$ cat config.mk
export PLATFORM = sky130hd
export DESIGN_NAME = vdt_cell
export DESIGN_NICKNAME = d
export VERILOG_FILES = /design/src/rtl/vdt_pkg.sv /design/src/rtl/vdt_cell.sv
export SDC_FILE = /design/constraint.sdc
export NUM_CORES = 1
export LEC_CHECK = 0
export BUFFER_PORTS_ARGS = -buffer_cell sky130_fd_sc_hd__buf_4
export CORE_MARGIN = 8
export CORE_UTILIZATION = 47
export CTS_BUF_LIST = sky130_fd_sc_hd__clkbuf_8 sky130_fd_sc_hd__clkbuf_16
export CTS_CLUSTER_DIAMETER = 120
export DETAILED_ROUTE_END_ITERATION = 6
export PLACE_DENSITY = 0.78
export SLEW_MARGIN = 20
export SYNTH_ARGS = -nofsm -noshare
export SYNTH_HDL_FRONTEND = slang
export SYNTH_SLANG_ARGS = --single-unit
$ cat constraint.sdc
create_clock -name i_clk -period 2.5 [get_ports i_clk]
set_input_delay 0.125 -clock i_clk [delete_from_list [all_inputs] [get_ports i_clk]]
set_output_delay 0.125 -clock i_clk [all_outputs]
set_load 0.02 [all_outputs]
$ cat src/rtl/vdt_pkg.sv
// Package for the vertex deduplication table.
// Holds default sizes, fixed field widths and the token control struct.
// Used by vdt_cell, vertex_dedup_table and vdt_checker.
package vdt_pkg;

    // Default configuration of the table.
    localparam int DEFAULT_TABLE_DEPTH = 256;
    localparam int DEFAULT_COORD_BITS  = 16;

    // Fixed widths of the external fields.
    localparam int COORD_W = 16;
    localparam int INDEX_W = 8;

    // Control part of the search token that walks along the cell chain.
    typedef struct packed {
        logic valid;
        logic found;
        logic is_new;
        logic face_end;
    } t_tok_ctl;

endpackage

$ cat src/rtl/vdt_cell.sv
// One cell of the vertex table chain: holds one stored vertex.
// Compares the passing token, inserts a miss at the first free slot.
// Depends on vdt_pkg.
module vdt_cell
    import vdt_pkg::*;
#(
    parameter int CELL_IDX = 0,
    parameter int STORE_W  = 16,
    parameter int IDXW     = 8,
    parameter int CNTW     = 9
) (
    input  logic                 i_clk,
    input  logic                 i_rst_n,
    input  logic [CNTW-1:0]      i_count,
    input  t_tok_ctl             i_ctl,
    input  logic [3*STORE_W-1:0] i_coord,
    input  logic [IDXW-1:0]      i_idx,
    output t_tok_ctl             o_ctl,
    output logic [3*STORE_W-1:0] o_coord,
    output logic [IDXW-1:0]      o_idx
);

    localparam logic [CNTW-1:0] MY_POS = CNTW'(CELL_IDX);
    localparam logic [IDXW-1:0] MY_IDX = IDXW'(CELL_IDX);

    logic [3*STORE_W-1:0] r_entry;
    t_tok_ctl             r_ctl;
    t_tok_ctl             n_ctl;
    logic [3*STORE_W-1:0] r_coord;
    logic [IDXW-1:0]      r_idx;
    logic [IDXW-1:0]      n_idx;
    logic                 searching;
    logic                 hit;
    logic                 ins;

    // The cell is occupied when its position lies below the fill count.
    // The first cell at or past the count takes the vertex on a miss.
    assign searching = i_ctl.valid && !i_ctl.found;
    assign hit       = searching && (MY_POS < i_count) && (r_entry == i_coord);
    assign ins       = searching && (MY_POS == i_count);

    always_comb begin
        n_ctl        = i_ctl;
        n_ctl.found  = i_ctl.found | hit | ins;
        n_ctl.is_new = i_ctl.is_new | ins;
        n_idx        = (hit || ins) ? MY_IDX : i_idx;
    end

    // Stored vertex: written once when this cell takes a new entry.
    always_ff @(posedge i_clk) begin
        if (ins) begin
            r_entry <= i_coord;
        end
    end

    // Token register toward the next cell; only the valid bit is reset.
    always_ff @(posedge i_clk) begin
        if (!i_rst_n) begin
            r_ctl.valid <= 1'b0;
        end else begin
            r_ctl.valid <= n_ctl.valid;
        end
        r_ctl.found    <= n_ctl.found;
        r_ctl.is_new   <= n_ctl.is_new;
        r_ctl.face_end <= n_ctl.face_end;
        r_coord        <= i_coord;
        r_idx          <= n_idx;
    end

    assign o_ctl   = r_ctl;
    assign o_coord = r_coord;
    assign o_idx   = r_idx;

endmodule

**Word level (Yosys, flattened, before mapping)**

Index checks and enable logic that the tools add are counted.

- $lt $le $gt $ge: 1
- Equal/unequal tests: 1
- Bitwise gates (word level): 3
- Reductions and logical operators: 7

Operators by type and width:

| operator | count |
|---|---|
| $eq A48 B48 Y1 | 1 |
| $logic_not A9 Y1 | 1 |
| $lt A1 B9 Y1 const A | 1 |
| $logic_and A1 B1 Y1 | 4 |
| $or A1 B1 Y1 | 3 |
| $logic_not A1 Y1 | 1 |
| $logic_or A1 B1 Y1 | 1 |

- Flip-flop bits (word level): 108
- Bits of input ports: 71
- Output and inout port bits: 60

**Depth between registers and ports, before layout**

Gate-level depths: netlist (run 1).

- Word-level depth: 6
- Depth in mapped cells: 7
- Depth with buffers taken out: 6

**Worst setup path after synthesis (run 1)**

Ideal clock, no wire load.

- Kind: input to register
- Start: input i_count[5]
- End: register r_entry[0] (enable)
- Setup time: 0.402 ns
- Arrival: 1.734 ns
- Data required time: 2.098 ns
- Slack: 0.364 ns
- Stages: 4
- Cells stage by stage: nor4_1 > nand4_1 > clkbuf_1 > inv_1

- Word-level cells in the longest chain between the ends: 2

Ends and longest elaborated chain:

| what | RTL line | text |
|---|---|---|
| start: declaration | vdt_cell.sv:14 | `input logic [CNTW-1:0] i_count,` |
| $logic_not A9 Y1 | vdt_cell.sv:40 | `assign ins = searching && (MY_POS == i_count);` |
| $logic_and A1 B1 Y1 | vdt_cell.sv:40 |  |
| net ins | vdt_cell.sv:34 | `logic ins;` |
| end signal: assignment | vdt_cell.sv:52 | `r_entry <= i_coord;` |
| end: declaration | vdt_cell.sv:26 | `logic [3*STORE_W-1:0] r_entry;` |

The timed path passes the listed nets, and every way through them passes these cells.
A chain may end at the register's enable or synchronous reset.

**Worst setup path in the final report (run 1)**

- Start: input i_coord[11]
- End: register r_idx[1], in the netlist o_idx[1]

- Word-level cells in the longest chain between the ends: 3

Ends and longest elaborated chain:

| what | RTL line | text |
|---|---|---|
| start: declaration | vdt_cell.sv:16 | `input logic [3*STORE_W-1:0] i_coord,` |
| $eq A48 B48 Y1 | vdt_cell.sv:39 | `assign hit = searching && (MY_POS < i_count) && (r_entry == i_coord);` |
| $logic_and A1 B1 Y1 | vdt_cell.sv:39 |  |
| $logic_or A1 B1 Y1 | vdt_cell.sv:46 | `n_idx = (hit \|\| ins) ? MY_IDX : i_idx;` |
| end signal: assignment | vdt_cell.sv:67 | `r_idx <= n_idx;` |
| end: declaration | vdt_cell.sv:30 | `logic [IDXW-1:0] r_idx;` |

Every way passes these cells.

==> run_results.csv, run 1 <==
group,metric,value,unit
clock_tree,clock_path_buffers,2,
timing,rsz0062_at_grt,"no",
clock_tree,post_cts_buffers,0,
drt,drc_errors,0,
placement,place_hpwl,5.33,mm
setup_path,reg2regPathDepth,6,
drt,dr.pass1.iters,4,
yosys,ys_top_cells_by_area,"edfxtp_1 44%, dfxtp_1 36%, xnor2_1 7.2%, xor2_1 4.8%, nand4_1 1.7%",
grt,grt_pass1_vias,2482,
clock_tree,htreeDepth,3,
clock_tree,clock_latency,0.36,ns
final_layout,nets,469,
placement,gp_congestion,0.786,
timing,maxSlewHeadroom,70.3,%
die,io_pins,131,
timing,slew_violations,0,
timing,tns,0,ns
setup_path,path_cells,"dlygate4sd3_1, buf_4, xnor2_1, o221ai_1, nor4_1, nand4_1, or4_1, and3_1",
setup_path,cp_max_fo,9,
setup_path,cp-end-kind,"flop",
placement,place_ws,0.419,ns
grt,grt.total_usage,16.8,%
drt,viasPerCell,4.52,
timing,fmax,455,MHz
placement,dpl_cell_area,4410,sq um
yosys,ys_ff_latch,108,
yosys,syn_area_per_cell,16.7,sq um
setup_path,regToRegSetupSlack,0.39,ns
drt,routedWlPerCell,16.4,um
timing,max_slew.worst_pin.slew,0.443,ns
final_layout,area_growth,59.2,%
setup_path,cpPeakStageDelay,0.56,ns
drt,final_antenna_net_count,0,
setup_path,crit_path_end,"o_idx[1]$_SDFF_PP0_",
die,die_h,99.8,um
timing,hold_violations,0,
clock_tree,cts_tree,"done",
yosys,netlist.area_leader.share,43.7,%
grt,grt_max_degree,49,
final_layout,drive_above_1_share,36.5,%
setup_path,critPathArrivalTime,2.45,ns
die,placeableCoreArea,6790,sq um
timing,finalWorstSetupSlack,0.302,ns
setup_path,r2r_start,"r_entry[11]$_DFFE_PP_",
drt,vias,2256,
yosys,syn_area,3300,sq um
die,fp.dieW,99.8,um
clock_tree,cts-root-buf,"clkbuf_8",
final_layout,antenna_cells,0,
grt,grt_pass1_wl,12.8,mm
die,start_util,48.5,%
setup_path,crit_path_top_delay_cell,"or4_1",
job,max-cap-violations,0,
outcome,outcome,"finished, final reports clean",
die,die_area,9950,sq um
final_layout,fin_area,5250,sq um
setup_path,crit_type,"input port to flop",
yosys,ys_seq_area_share,80.1,%
timing,fin_skew,0.00875,ns
setup_path,required,2.75,ns
power_and_ir_drop,irDropWorstVdd,0.650,mV
yosys,yosysWarnings,0,
yosys,synth_top_area_cell,"edfxtp_1",
timing,fin_crit_sh,87.9,%
clock_tree,cts_buffers,9,
clock_tree,clock-sinks,108,
min_path,hold_path.class,"input port to flop",
grt,antenna_found_initial,0,
yosys,syn_nets,268,
setup_path,crit_path_start,"i_coord[11]",
die,rows,30,
drt,first_iter_violations,65,
setup_path,rr_endpoint,"o_idx[1]$_SDFF_PP0_",
drt,routed_wl,8.18,mm
power_and_ir_drop,leakage,0.00217,uW
timing,hold_slack,0.327,ns
yosys,synthesis.instances,197,
setup_path,cp-start-kind,"input port",
clock_tree,path_clk_slew,0.09,ns
timing,post-route-min-period,2.20,ns
yosys,netlist-cell-type-count,21,
grt,overflow,0,
power_and_ir_drop,power.density,667,nW/um^2
timing,finalSetupViolCount,0,
placement,portBuffers,130,
layout make-up:
type	count	area, sq um
flip-flops and latches	108	2640
repair buffers	192	1610
fillers	415	1540
multi-input cells	82	628
clock buffers	9	124
well taps	96	120
clock inverters	7	110
inverters	5	18.8
registers in the layout, indices dropped and copies added, names as in the netlist:
signal	cells
o_coord	48
o_idx	8
r_entry	48
o_ctl	4
cells in the final DEF (no fill, tap or decap):
cell           count
xnor2_1           27
nand3b_1           1
nand2b_1           1
nor2b_2            1
clkinvlp_4         1
edfxtp_1          48
nor2_1             2
nor3_1             1
dfxtp_1           60
a22o_1             1
buf_12             1
and2_1             1
inv_1              6
inv_2              1
and3_1             8
or4_1              1
clkinv_2           1
o221ai_1           2
nand4_1            9
clkbuf_8           9
bufinv_16          3
nand3_1            1
nand2_1            1
xor2_1            18
buf_4            130
nor4_1             7
dlygate4sd3_1     61
synthesized netlist by cell type:
master    number
and3_1         8
edfxtp_1      48
nand3b_1       1
nor4_1         7
or4_1          1
clkbuf_1       1
dfxtp_1       60
buf_2          1
and2_1         1
nand4_1        9
nor3_1         1
xnor2_1       27
nand2b_1       1
inv_1          5
xor2_1        18
nor2_1         2
nand2_1        1
nor2b_2        1
nand3_1        1
o221ai_1       2
a22o_1         1
stage by stage:
stage / util, % / power, uW / std cells
2_1_floorplan: - / 2050 / 197
3_5_place_dp: 64.8 / 2260 / 422
6_report: 77.3 / 3500 / 499
5_1_grt: 77.3 / 3620 / 499
4_1_cts: 77.1 / 3520 / 498
3_3_place_gp: 64.8 / 2250 / 422
cell families (layout without fill, tap and decap cells):
| logic type | after synthesis | count (layout) | share of synthesized area [%] |
|---|---|---|---|
| flops | 108 | 108 | 80.1 |
| compound gates | 3 | 3 | 0.797 |
| simple gates | 34 | 34 | 6.30 |
| buf+inv | 7 | 213 | 0.834 |
| xor+xnor | 45 | 45 | 11.9 |
worst min-delay path by stage:
stage / startpoint / end / slack [ns] / depth (start not counted)
after floorplan: i_coord[0] / o_coord[0]$_DFF_P_ / 0.15 / 0
after global placement: i_ctl[0] / o_ctl[0]$_DFF_P_ / 0.23 / 1
after detailed placement: i_ctl[0] / o_ctl[0]$_DFF_P_ / 0.23 / 1
after CTS: i_idx[1] / o_idx[1]$_SDFF_PP0_ / 0.003 / 2
after global routing: i_count[0] / o_ctl[1]$_DFF_P_ / 0.34 / 4
final: i_count[0] / o_ctl[1]$_DFF_P_ / 0.33 / 4
worst max-delay path: cells and delay by family:
kind / cells / cell delay (ns)
AO/OA/AOI/OAI: 1 / 0.15
buffers and inverters: 2 / 0.70
XOR/XNOR: 1 / 0.17
AND/OR/NAND/NOR: 4 / 1.30
metal layers:
metal  share of wire, %  GRT usage [%]
met5                  0              0
met4                1.8           7.57
met3                7.6           6.30
met2                 52           29.3
met1                 39           17.6
timing repair:
item	CTS	global route
setup endpoints to repair	0	0
endpoints found under the hold margin	107	1
gates resized for setup	0	0
hold buffers	60	1
power by group:
part	switching, uW	internal, uW
Combinational	168	223
Clock	548	657
Sequential	15.0	1890
(Power assumes the default switching activity.)
==> run 2, diff against run 1 <==
--- a/config.mk
+++ b/config.mk
@@ -11,7 +11,7 @@
 export CTS_BUF_LIST = sky130_fd_sc_hd__clkbuf_8 sky130_fd_sc_hd__clkbuf_16
 export CTS_CLUSTER_DIAMETER = 120
 export DETAILED_ROUTE_END_ITERATION = 6
-export PLACE_DENSITY = 0.78
+export PLACE_DENSITY = 0.83
 export SLEW_MARGIN = 20
 export SYNTH_ARGS = -nofsm -noshare
 export SYNTH_HDL_FRONTEND = slang
==> run 2 against run 1 <==
- wire length rose by 0.89%
- first-iteration DRC count fell by 15%
- sequential share of layout area rose by 0.45 points
- design area fell by 0.88%
- maximum frequency fell by 0.93%
- power fell by 7.3%
- core utilization fell by 0.68 points
- worst setup slack got worse by 0.021 ns
- critical path type unchanged
- critical endpoint is now o_idx[2]$_SDFF_PP0_
- largest power group unchanged
==> run_results.csv, run 2 (synthesis gave the netlist of run 1 again) <==
group,metric,value,unit
final_layout,area_growth,57.8,%
clock_tree,htreeDepth,3,
timing,fin_crit_sh,88.8,%
setup_path,regToRegSetupSlack,0.36,ns
final_layout,seqCellArea,2640,sq um
drt,dr.pass1.iters,4,
clock_tree,clock_path_buffers,2,
clock_tree,cts-root-buf,"clkbuf_8",
timing,fin_skew,0.00964,ns
outcome,outcome,"finished, final reports clean",
final_layout,multiInputGateArea,628,sq um
setup_path,cp_max_fo,9,
power_and_ir_drop,switching_share,22.2,%
clock_tree,cts_tree,"done",
timing,hold_violations,0,
die,fp.dieW,99.8,um
setup_path,required,2.75,ns
grt,grt.total_usage,16.8,%
drt,drc_errors,0,
drt,first_iter_violations,55,
final_layout,antenna_cells,0,
die,die_h,99.8,um
timing,slew_violations,0,
setup_path,rr_endpoint,"o_idx[2]$_SDFF_PP0_",
job,max-cap-violations,0,
timing,maxSlewHeadroom,64.3,%
power_and_ir_drop,irDropWorstVdd,0.521,mV
die,start_util,48.5,%
timing,fmax,451,MHz
grt,grt_pass1_wl,12.8,mm
timing,max_slew.worst_pin.slew,0.531,ns
power_and_ir_drop,p_seq_share,58.7,%
final_layout,final_cell_mix,"131 x buf_4, 61 x dlygate4sd3_1, 60 x dfxtp_1, 48 x edfxtp_1, 27 x xnor2_1",
grt,overflow,0,
final_layout,nets,470,
drt,final_antenna_net_count,0,
setup_path,crit_type,"input port to flop",
setup_path,critPathArrivalTime,2.46,ns
drt,routed_wl,8.25,mm
timing,finalSetupViolCount,0,
final_layout,drive_above_1_share,36.6,%
min_path,hold_path_depth,5,
placement,gp_congestion,0.749,
timing,post-route-min-period,2.22,ns
min_path,holdPathEnd,"o_ctl[1]$_DFF_P_",
setup_path,reg2regPathDepth,5,
min_path,hold_path.class,"input port to flop",
placement,portBuffers,130,
setup_path,cp-start-kind,"input port",
power_and_ir_drop,intPower,2530,uW
power_and_ir_drop,p_switching,720,uW
die,die_area,9950,sq um
clock_tree,cts_buffers,9,
final_layout,layout_commonest_cell,"buf_4",
placement,place_hpwl,5.25,mm
clock_tree,post_cts_buffers,0,
min_path,worstHoldStart,"i_count[0]",
setup_path,cp-end-kind,"flop",
grt,antenna_found_initial,0,
clock_tree,clock_latency,0.35,ns
timing,hold_slack,0.219,ns
clock_tree,clock-sinks,108,
die,rows,30,
power_and_ir_drop,leakage,0.00216,uW
drt,routedWlPerCell,16.5,um
final_layout,fillCellCount,409,
clock_tree,path_clk_slew,0.10,ns
timing,tns,0,ns
power_and_ir_drop,combPwrFrac,12.0,%
drt,viasPerCell,4.48,
power_and_ir_drop,power_frac_clock,29.3,%
power_and_ir_drop,power.density,624,nW/um^2
drt,vias,2239,
setup_path,r2r_start,"r_entry[8]$_DFFE_PP_",
die,placeableCoreArea,6790,sq um
grt,grt_pass1_vias,2507,
grt,grt_max_degree,49,
die,io_pins,131,
timing,rsz0062_at_grt,"no",
==> run 2: worst max-delay path by stage <==
stage                                 to  depth (start not counted)                 start
floorplan           r_entry[0]$_DFFE_PP_                          4            i_count[5]
finish               o_idx[2]$_SDFF_PP0_                          7            i_coord[8]
global placement     o_idx[4]$_SDFF_PP0_                          6  r_entry[7]$_DFFE_PP_
global route         o_idx[3]$_SDFF_PP0_                          7            i_coord[8]
CTS                  o_idx[3]$_SDFF_PP0_                          7            i_coord[7]
detailed placement   o_idx[3]$_SDFF_PP0_                          6  r_entry[7]$_DFFE_PP_
==> run 2: layout make-up <==
type / instances / area share, %
timing repair buffer: 193 / 31.0
clock inverter: 6 / 0.601
multi-input combinational: 82 / 12.1
clock buffer: 10 / 2.86
tap: 96 / 2.31
inverter: 5 / 0.361
sequential: 108 / 50.8
==> run 2: through the flow <==
stage	util, %	instance area (sq um)	cells	setup WS [ns]	power, uW
floorplan	-	3300	197	0.364	2050
global placement	65.0	4410	423	0.482	2250
detailed placement	65.0	4410	423	0.432	2260
CTS	76.6	5200	500	0.386	3270
global route	76.6	5200	500	0.219	3370
finish	76.6	5200	500	0.281	3250
==> run 2: repair_timing <==
item | CTS | global route
hold buffers | 61 | 0
resized for setup | 0 | 0
endpoints found under the hold margin | 108 | 0
==> run 2: layer usage <==
metal	GRT usage (%)	share of wire, %	up-vias
met3	6.71	7.7	8
li1	-	-	1095
met5	0	0	-
met1	16.8	38	1053
met2	30.9	53	83
met4	5.12	1.2	0
==> run 2: worst max-delay path, cell delays in order <==
cell and delay (ns):
dlygate4sd3_1 0.54, buf_4 0.15, xor2_1 0.16, nor4_1 0.51, nand4_1 0.16, or4_1 0.57, and3_1 0.24
==> run 2: power by group through the flow <==
| stage | sequential, uW | combinational (uW) | clock (uW) |
|---|---|---|---|
| finish | 1910 | 391 | 950 |
| global route | 1910 | 416 | 1050 |
| CTS | 1900 | 389 | 972 |
| detailed placement | 1950 | 311 | 0 |
| global placement | 1940 | 305 | 0 |
| floorplan | 2010 | 41.1 | 0 |
==> run 3, diff against run 2 <==
--- a/config.mk
+++ b/config.mk
@@ -5,13 +5,14 @@
 export SDC_FILE = /design/constraint.sdc
 export NUM_CORES = 1
 export LEC_CHECK = 0
+export ABC_AREA = 1
 export BUFFER_PORTS_ARGS = -buffer_cell sky130_fd_sc_hd__buf_4
 export CORE_MARGIN = 8
-export CORE_UTILIZATION = 47
+export CORE_UTILIZATION = 49
 export CTS_BUF_LIST = sky130_fd_sc_hd__clkbuf_8 sky130_fd_sc_hd__clkbuf_16
 export CTS_CLUSTER_DIAMETER = 120
 export DETAILED_ROUTE_END_ITERATION = 6
-export PLACE_DENSITY = 0.83
+export PLACE_DENSITY = 0.84
 export SLEW_MARGIN = 20
 export SYNTH_ARGS = -nofsm -noshare
 export SYNTH_HDL_FRONTEND = slang
==> run 3 against run 2 <==
- first-iteration DRC count up 69%
- sequential power is essentially flat
- core utilization rose by 0.86 points
- non-clock buffer count fell by 1
- hold slack improved by 0.21 ns
- power up 3.1%
- combinational power is 4% higher
- clock skew hardly changed
- final cell count up 36%
- flip-flop and latch count is the same
- register-to-register slack improved by 0.71 ns
- die area increased by 6.4%
- critical path type unchanged
- largest cell class unchanged
- largest power group unchanged
==> run_results.csv, run 3 <==
group,metric,value,unit
outcome,outcome,"finished, final reports clean",
setup_path,cpPeakStageDelay,0.55,ns
die,placeableCoreArea,7290,sq um
timing,maxSlewHeadroom,81.1,%
timing,hold_slack,0.426,ns
setup_path,cp-end-kind,"flop",
timing,tns,0,ns
min_path,hold_path_depth,2,
drt,first_iter_violations,93,
timing,fin_crit_sh,62.6,%
timing,max_slew.worst_pin.slew,0.284,ns
setup_path,cp_max_fo,50,
timing,fmax,638,MHz
yosys,netlist-cell-type-count,13,
drt,drc_errors,0,
clock_tree,cts-hold-fix-buffers,61,
final_layout,area_growth,52.6,%
drt,drt-met1-wl,3.45,mm
yosys,yosysMostFrequentCell,"nand2_1",
min_path,hold_path.class,"input port to flop",
grt,grt.total_usage,17.1,%
timing,finalSetupViolCount,0,
clock_tree,cts_buffers,9,
yosys,netlist.area_leader.share,38.9,%
yosys,syn_area,3700,sq um
setup_path,crit_path_top_delay_cell,"dlygate4sd3_1",
timing,fin_skew,0.00979,ns
setup_path,regToRegSetupSlack,1.07,ns
min_path,worstHoldStart,"i_ctl[0]",
die,die_h,103,um
timing,slew_violations,0,
clock_tree,clock-sinks,108,
drt,vias,2945,
power_and_ir_drop,power.density,593,nW/um^2
drt,routed_wl,8.92,mm
grt,grt_pass1_vias,3078,
power_and_ir_drop,irDropWorstVdd,0.438,mV
setup_path,reg2regPathDepth,10,
grt,antenna_found_initial,0,
die,fp.dieW,103,um
clock_tree,path_clk_slew,0.09,ns
drt,routed.top_layer,"met4",
yosys,ys_seq_area_share,71.4,%
power_and_ir_drop,leakage,0.00276,uW
min_path,holdPathEnd,"o_ctl[0]$_DFF_P_",
final_layout,antenna_cells,0,
drt,dr.pass1.iters,4,
yosys,synth_flop_cell,"dfxtp_1",
grt,grt_pass1_wl,14.2,mm
yosys,ys_top_cells_by_area,"edfxtp_1 39%, dfxtp_1 32%, nand2_1 10%, inv_1 7.6%, nor2_1 6.5%",
job,max-cap-violations,0,
clock_tree,post_cts_buffers,0,
setup_path,path_cells,"dlygate4sd3_1, buf_4, inv_1, nand2_1, nor3_4, buf_12, inv_1, nand2_4, nor2_1",
clock_tree,cts_tree,"done",
setup_path,critPathArrivalTime,1.81,ns
yosys,netlist_top_cells_count,"102 x nand2_1, 75 x inv_1, 64 x nor2_1",
setup_path,cp_common_cell,"inv_1",
clock_tree,htreeDepth,3,
die,rows,31,
timing,post-route-min-period,1.57,ns
final_layout,nets,646,
grt,grt_max_degree,51,
setup_path,r2r_start,"r_entry[6]$_DFFE_PP_",
yosys,synthesis.instances,372,
final_layout,fillCellCount,462,
clock_tree,clock_latency,0.34,ns
yosys,synth_enable_flop_cells,48,
drt,final_antenna_net_count,0,
final_layout,final_cell_mix,"130 x buf_4, 102 x nand2_1, 77 x inv_1, 64 x nor2_1, 61 x dlygate4sd3_1",
placement,portBuffers,130,
timing,rsz0062_at_grt,"no",
setup_path,required,2.74,ns
drt,viasPerCell,4.34,
drt,wl_met2,4.77,mm
placement,place_hpwl,6.07,mm
yosys,yosysWarnings,0,
final_layout,drive_above_1_share,25.5,%
die,start_util,50.8,%
setup_path,cp-start-kind,"input port",
drt,routedWlPerCell,13.1,um
clock_tree,cts-root-buf,"clkbuf_8",
setup_path,rr_endpoint,"o_idx[3]$_SDFF_PP0_",
clock_tree,clock_path_buffers,2,
placement,gp_congestion,0.736,
grt,overflow,0,
die,die_area,10600,sq um
clock_tree,cts-resized-gates,0,
yosys,syn_area_per_cell,9.95,sq um
yosys,async_reset_ff_share,0,%
yosys,synth_top_area_cell,"edfxtp_1",
yosys,syn_nets,443,
die,io_pins,131,
final_layout,layout_commonest_cell,"buf_4",
timing,hold_violations,0,
yosys,ys_ff_latch,108,
setup_path,crit_type,"input port to flop",
drt,met3WireLength,595,um
[run 3: changes by cell type in the layout (fill, tap and decap cells not counted), sizes merged, moves of 4 or more]
cell and delta:
nand2 +102, inv +71, nor2 +62, xnor2 -20
xor2 -18, and3 -8, nand4 -7, nor4 -7
o21ai +6, clkinv -4
[run 3: routing by layer]
metal,vias to the layer above,GRT usage [%]
li1,1515,-
met1,1334,18.3
met2,85,32.2
met3,11,4.19
met4,0,5.45
met5,-,0
[run 3: worst max-delay path by stage]
stage | startpoint | endpoint | slack, ns
5_1_grt | i_ctl[2] | o_idx[3]$_SDFF_PP0_ | 0.80
3_3_place_gp | r_entry[32]$_DFFE_PP_ | o_idx[7]$_SDFF_PP0_ | 1.13
3_5_place_dp | r_entry[45]$_DFFE_PP_ | o_idx[3]$_SDFF_PP0_ | 1.08
6_report | i_ctl[2] | o_idx[3]$_SDFF_PP0_ | 0.93
2_1_floorplan | i_count[3] | o_idx[0]$_SDFF_PP0_ | 0.36
4_1_cts | i_ctl[2] | o_idx[3]$_SDFF_PP0_ | 0.91
[run 3: where the power goes]
group / switching [uW] / total [uW] / internal, uW
logic: 185 / 408 / 222
clock network: 552 / 1030 / 481
registers: 15.9 / 1910 / 1890
total: 753 / 3350 / 2590
[run 3: logic make-up after synthesis]
group                     Yosys count  synth area share (%)
DFF                               108                  71.4
and+or+nand+nor                   176                  18.5
buffers and inverters              75                  7.61
xor gates and xnor gates            7                  1.66
AOI/OAI and AO/OA                   6                 0.811
[run 3: cell type report]
class	count	area, sq um	area share (%)
flip-flops and latches	108	2640	46.8
clock buffers	11	174	3.08
inverters	75	282	4.98
repair buffers	192	1610	28.4
well taps	99	124	2.19
clock inverters	5	31.3	0.554
multi-input cells	189	788	14.0
[run 3: through the flow]
step	util, %	setup WS (ns)	instances	cell area, sq um	total power [uW]
after detailed placement	66.3	1.08	602	4830	2280
final	77.5	0.934	679	5650	3350
after CTS	77.5	0.912	679	5650	3370
after global routing	77.5	0.797	679	5650	3490
after global placement	66.3	1.13	602	4830	2270
after floorplan	-	0.356	372	3710	2070
[run 3: worst max-delay path: cells and delay by family]
kind                   cells  cell delay, ns
and+or+nand+nor            4            0.52
buffers and inverters      5            1.16
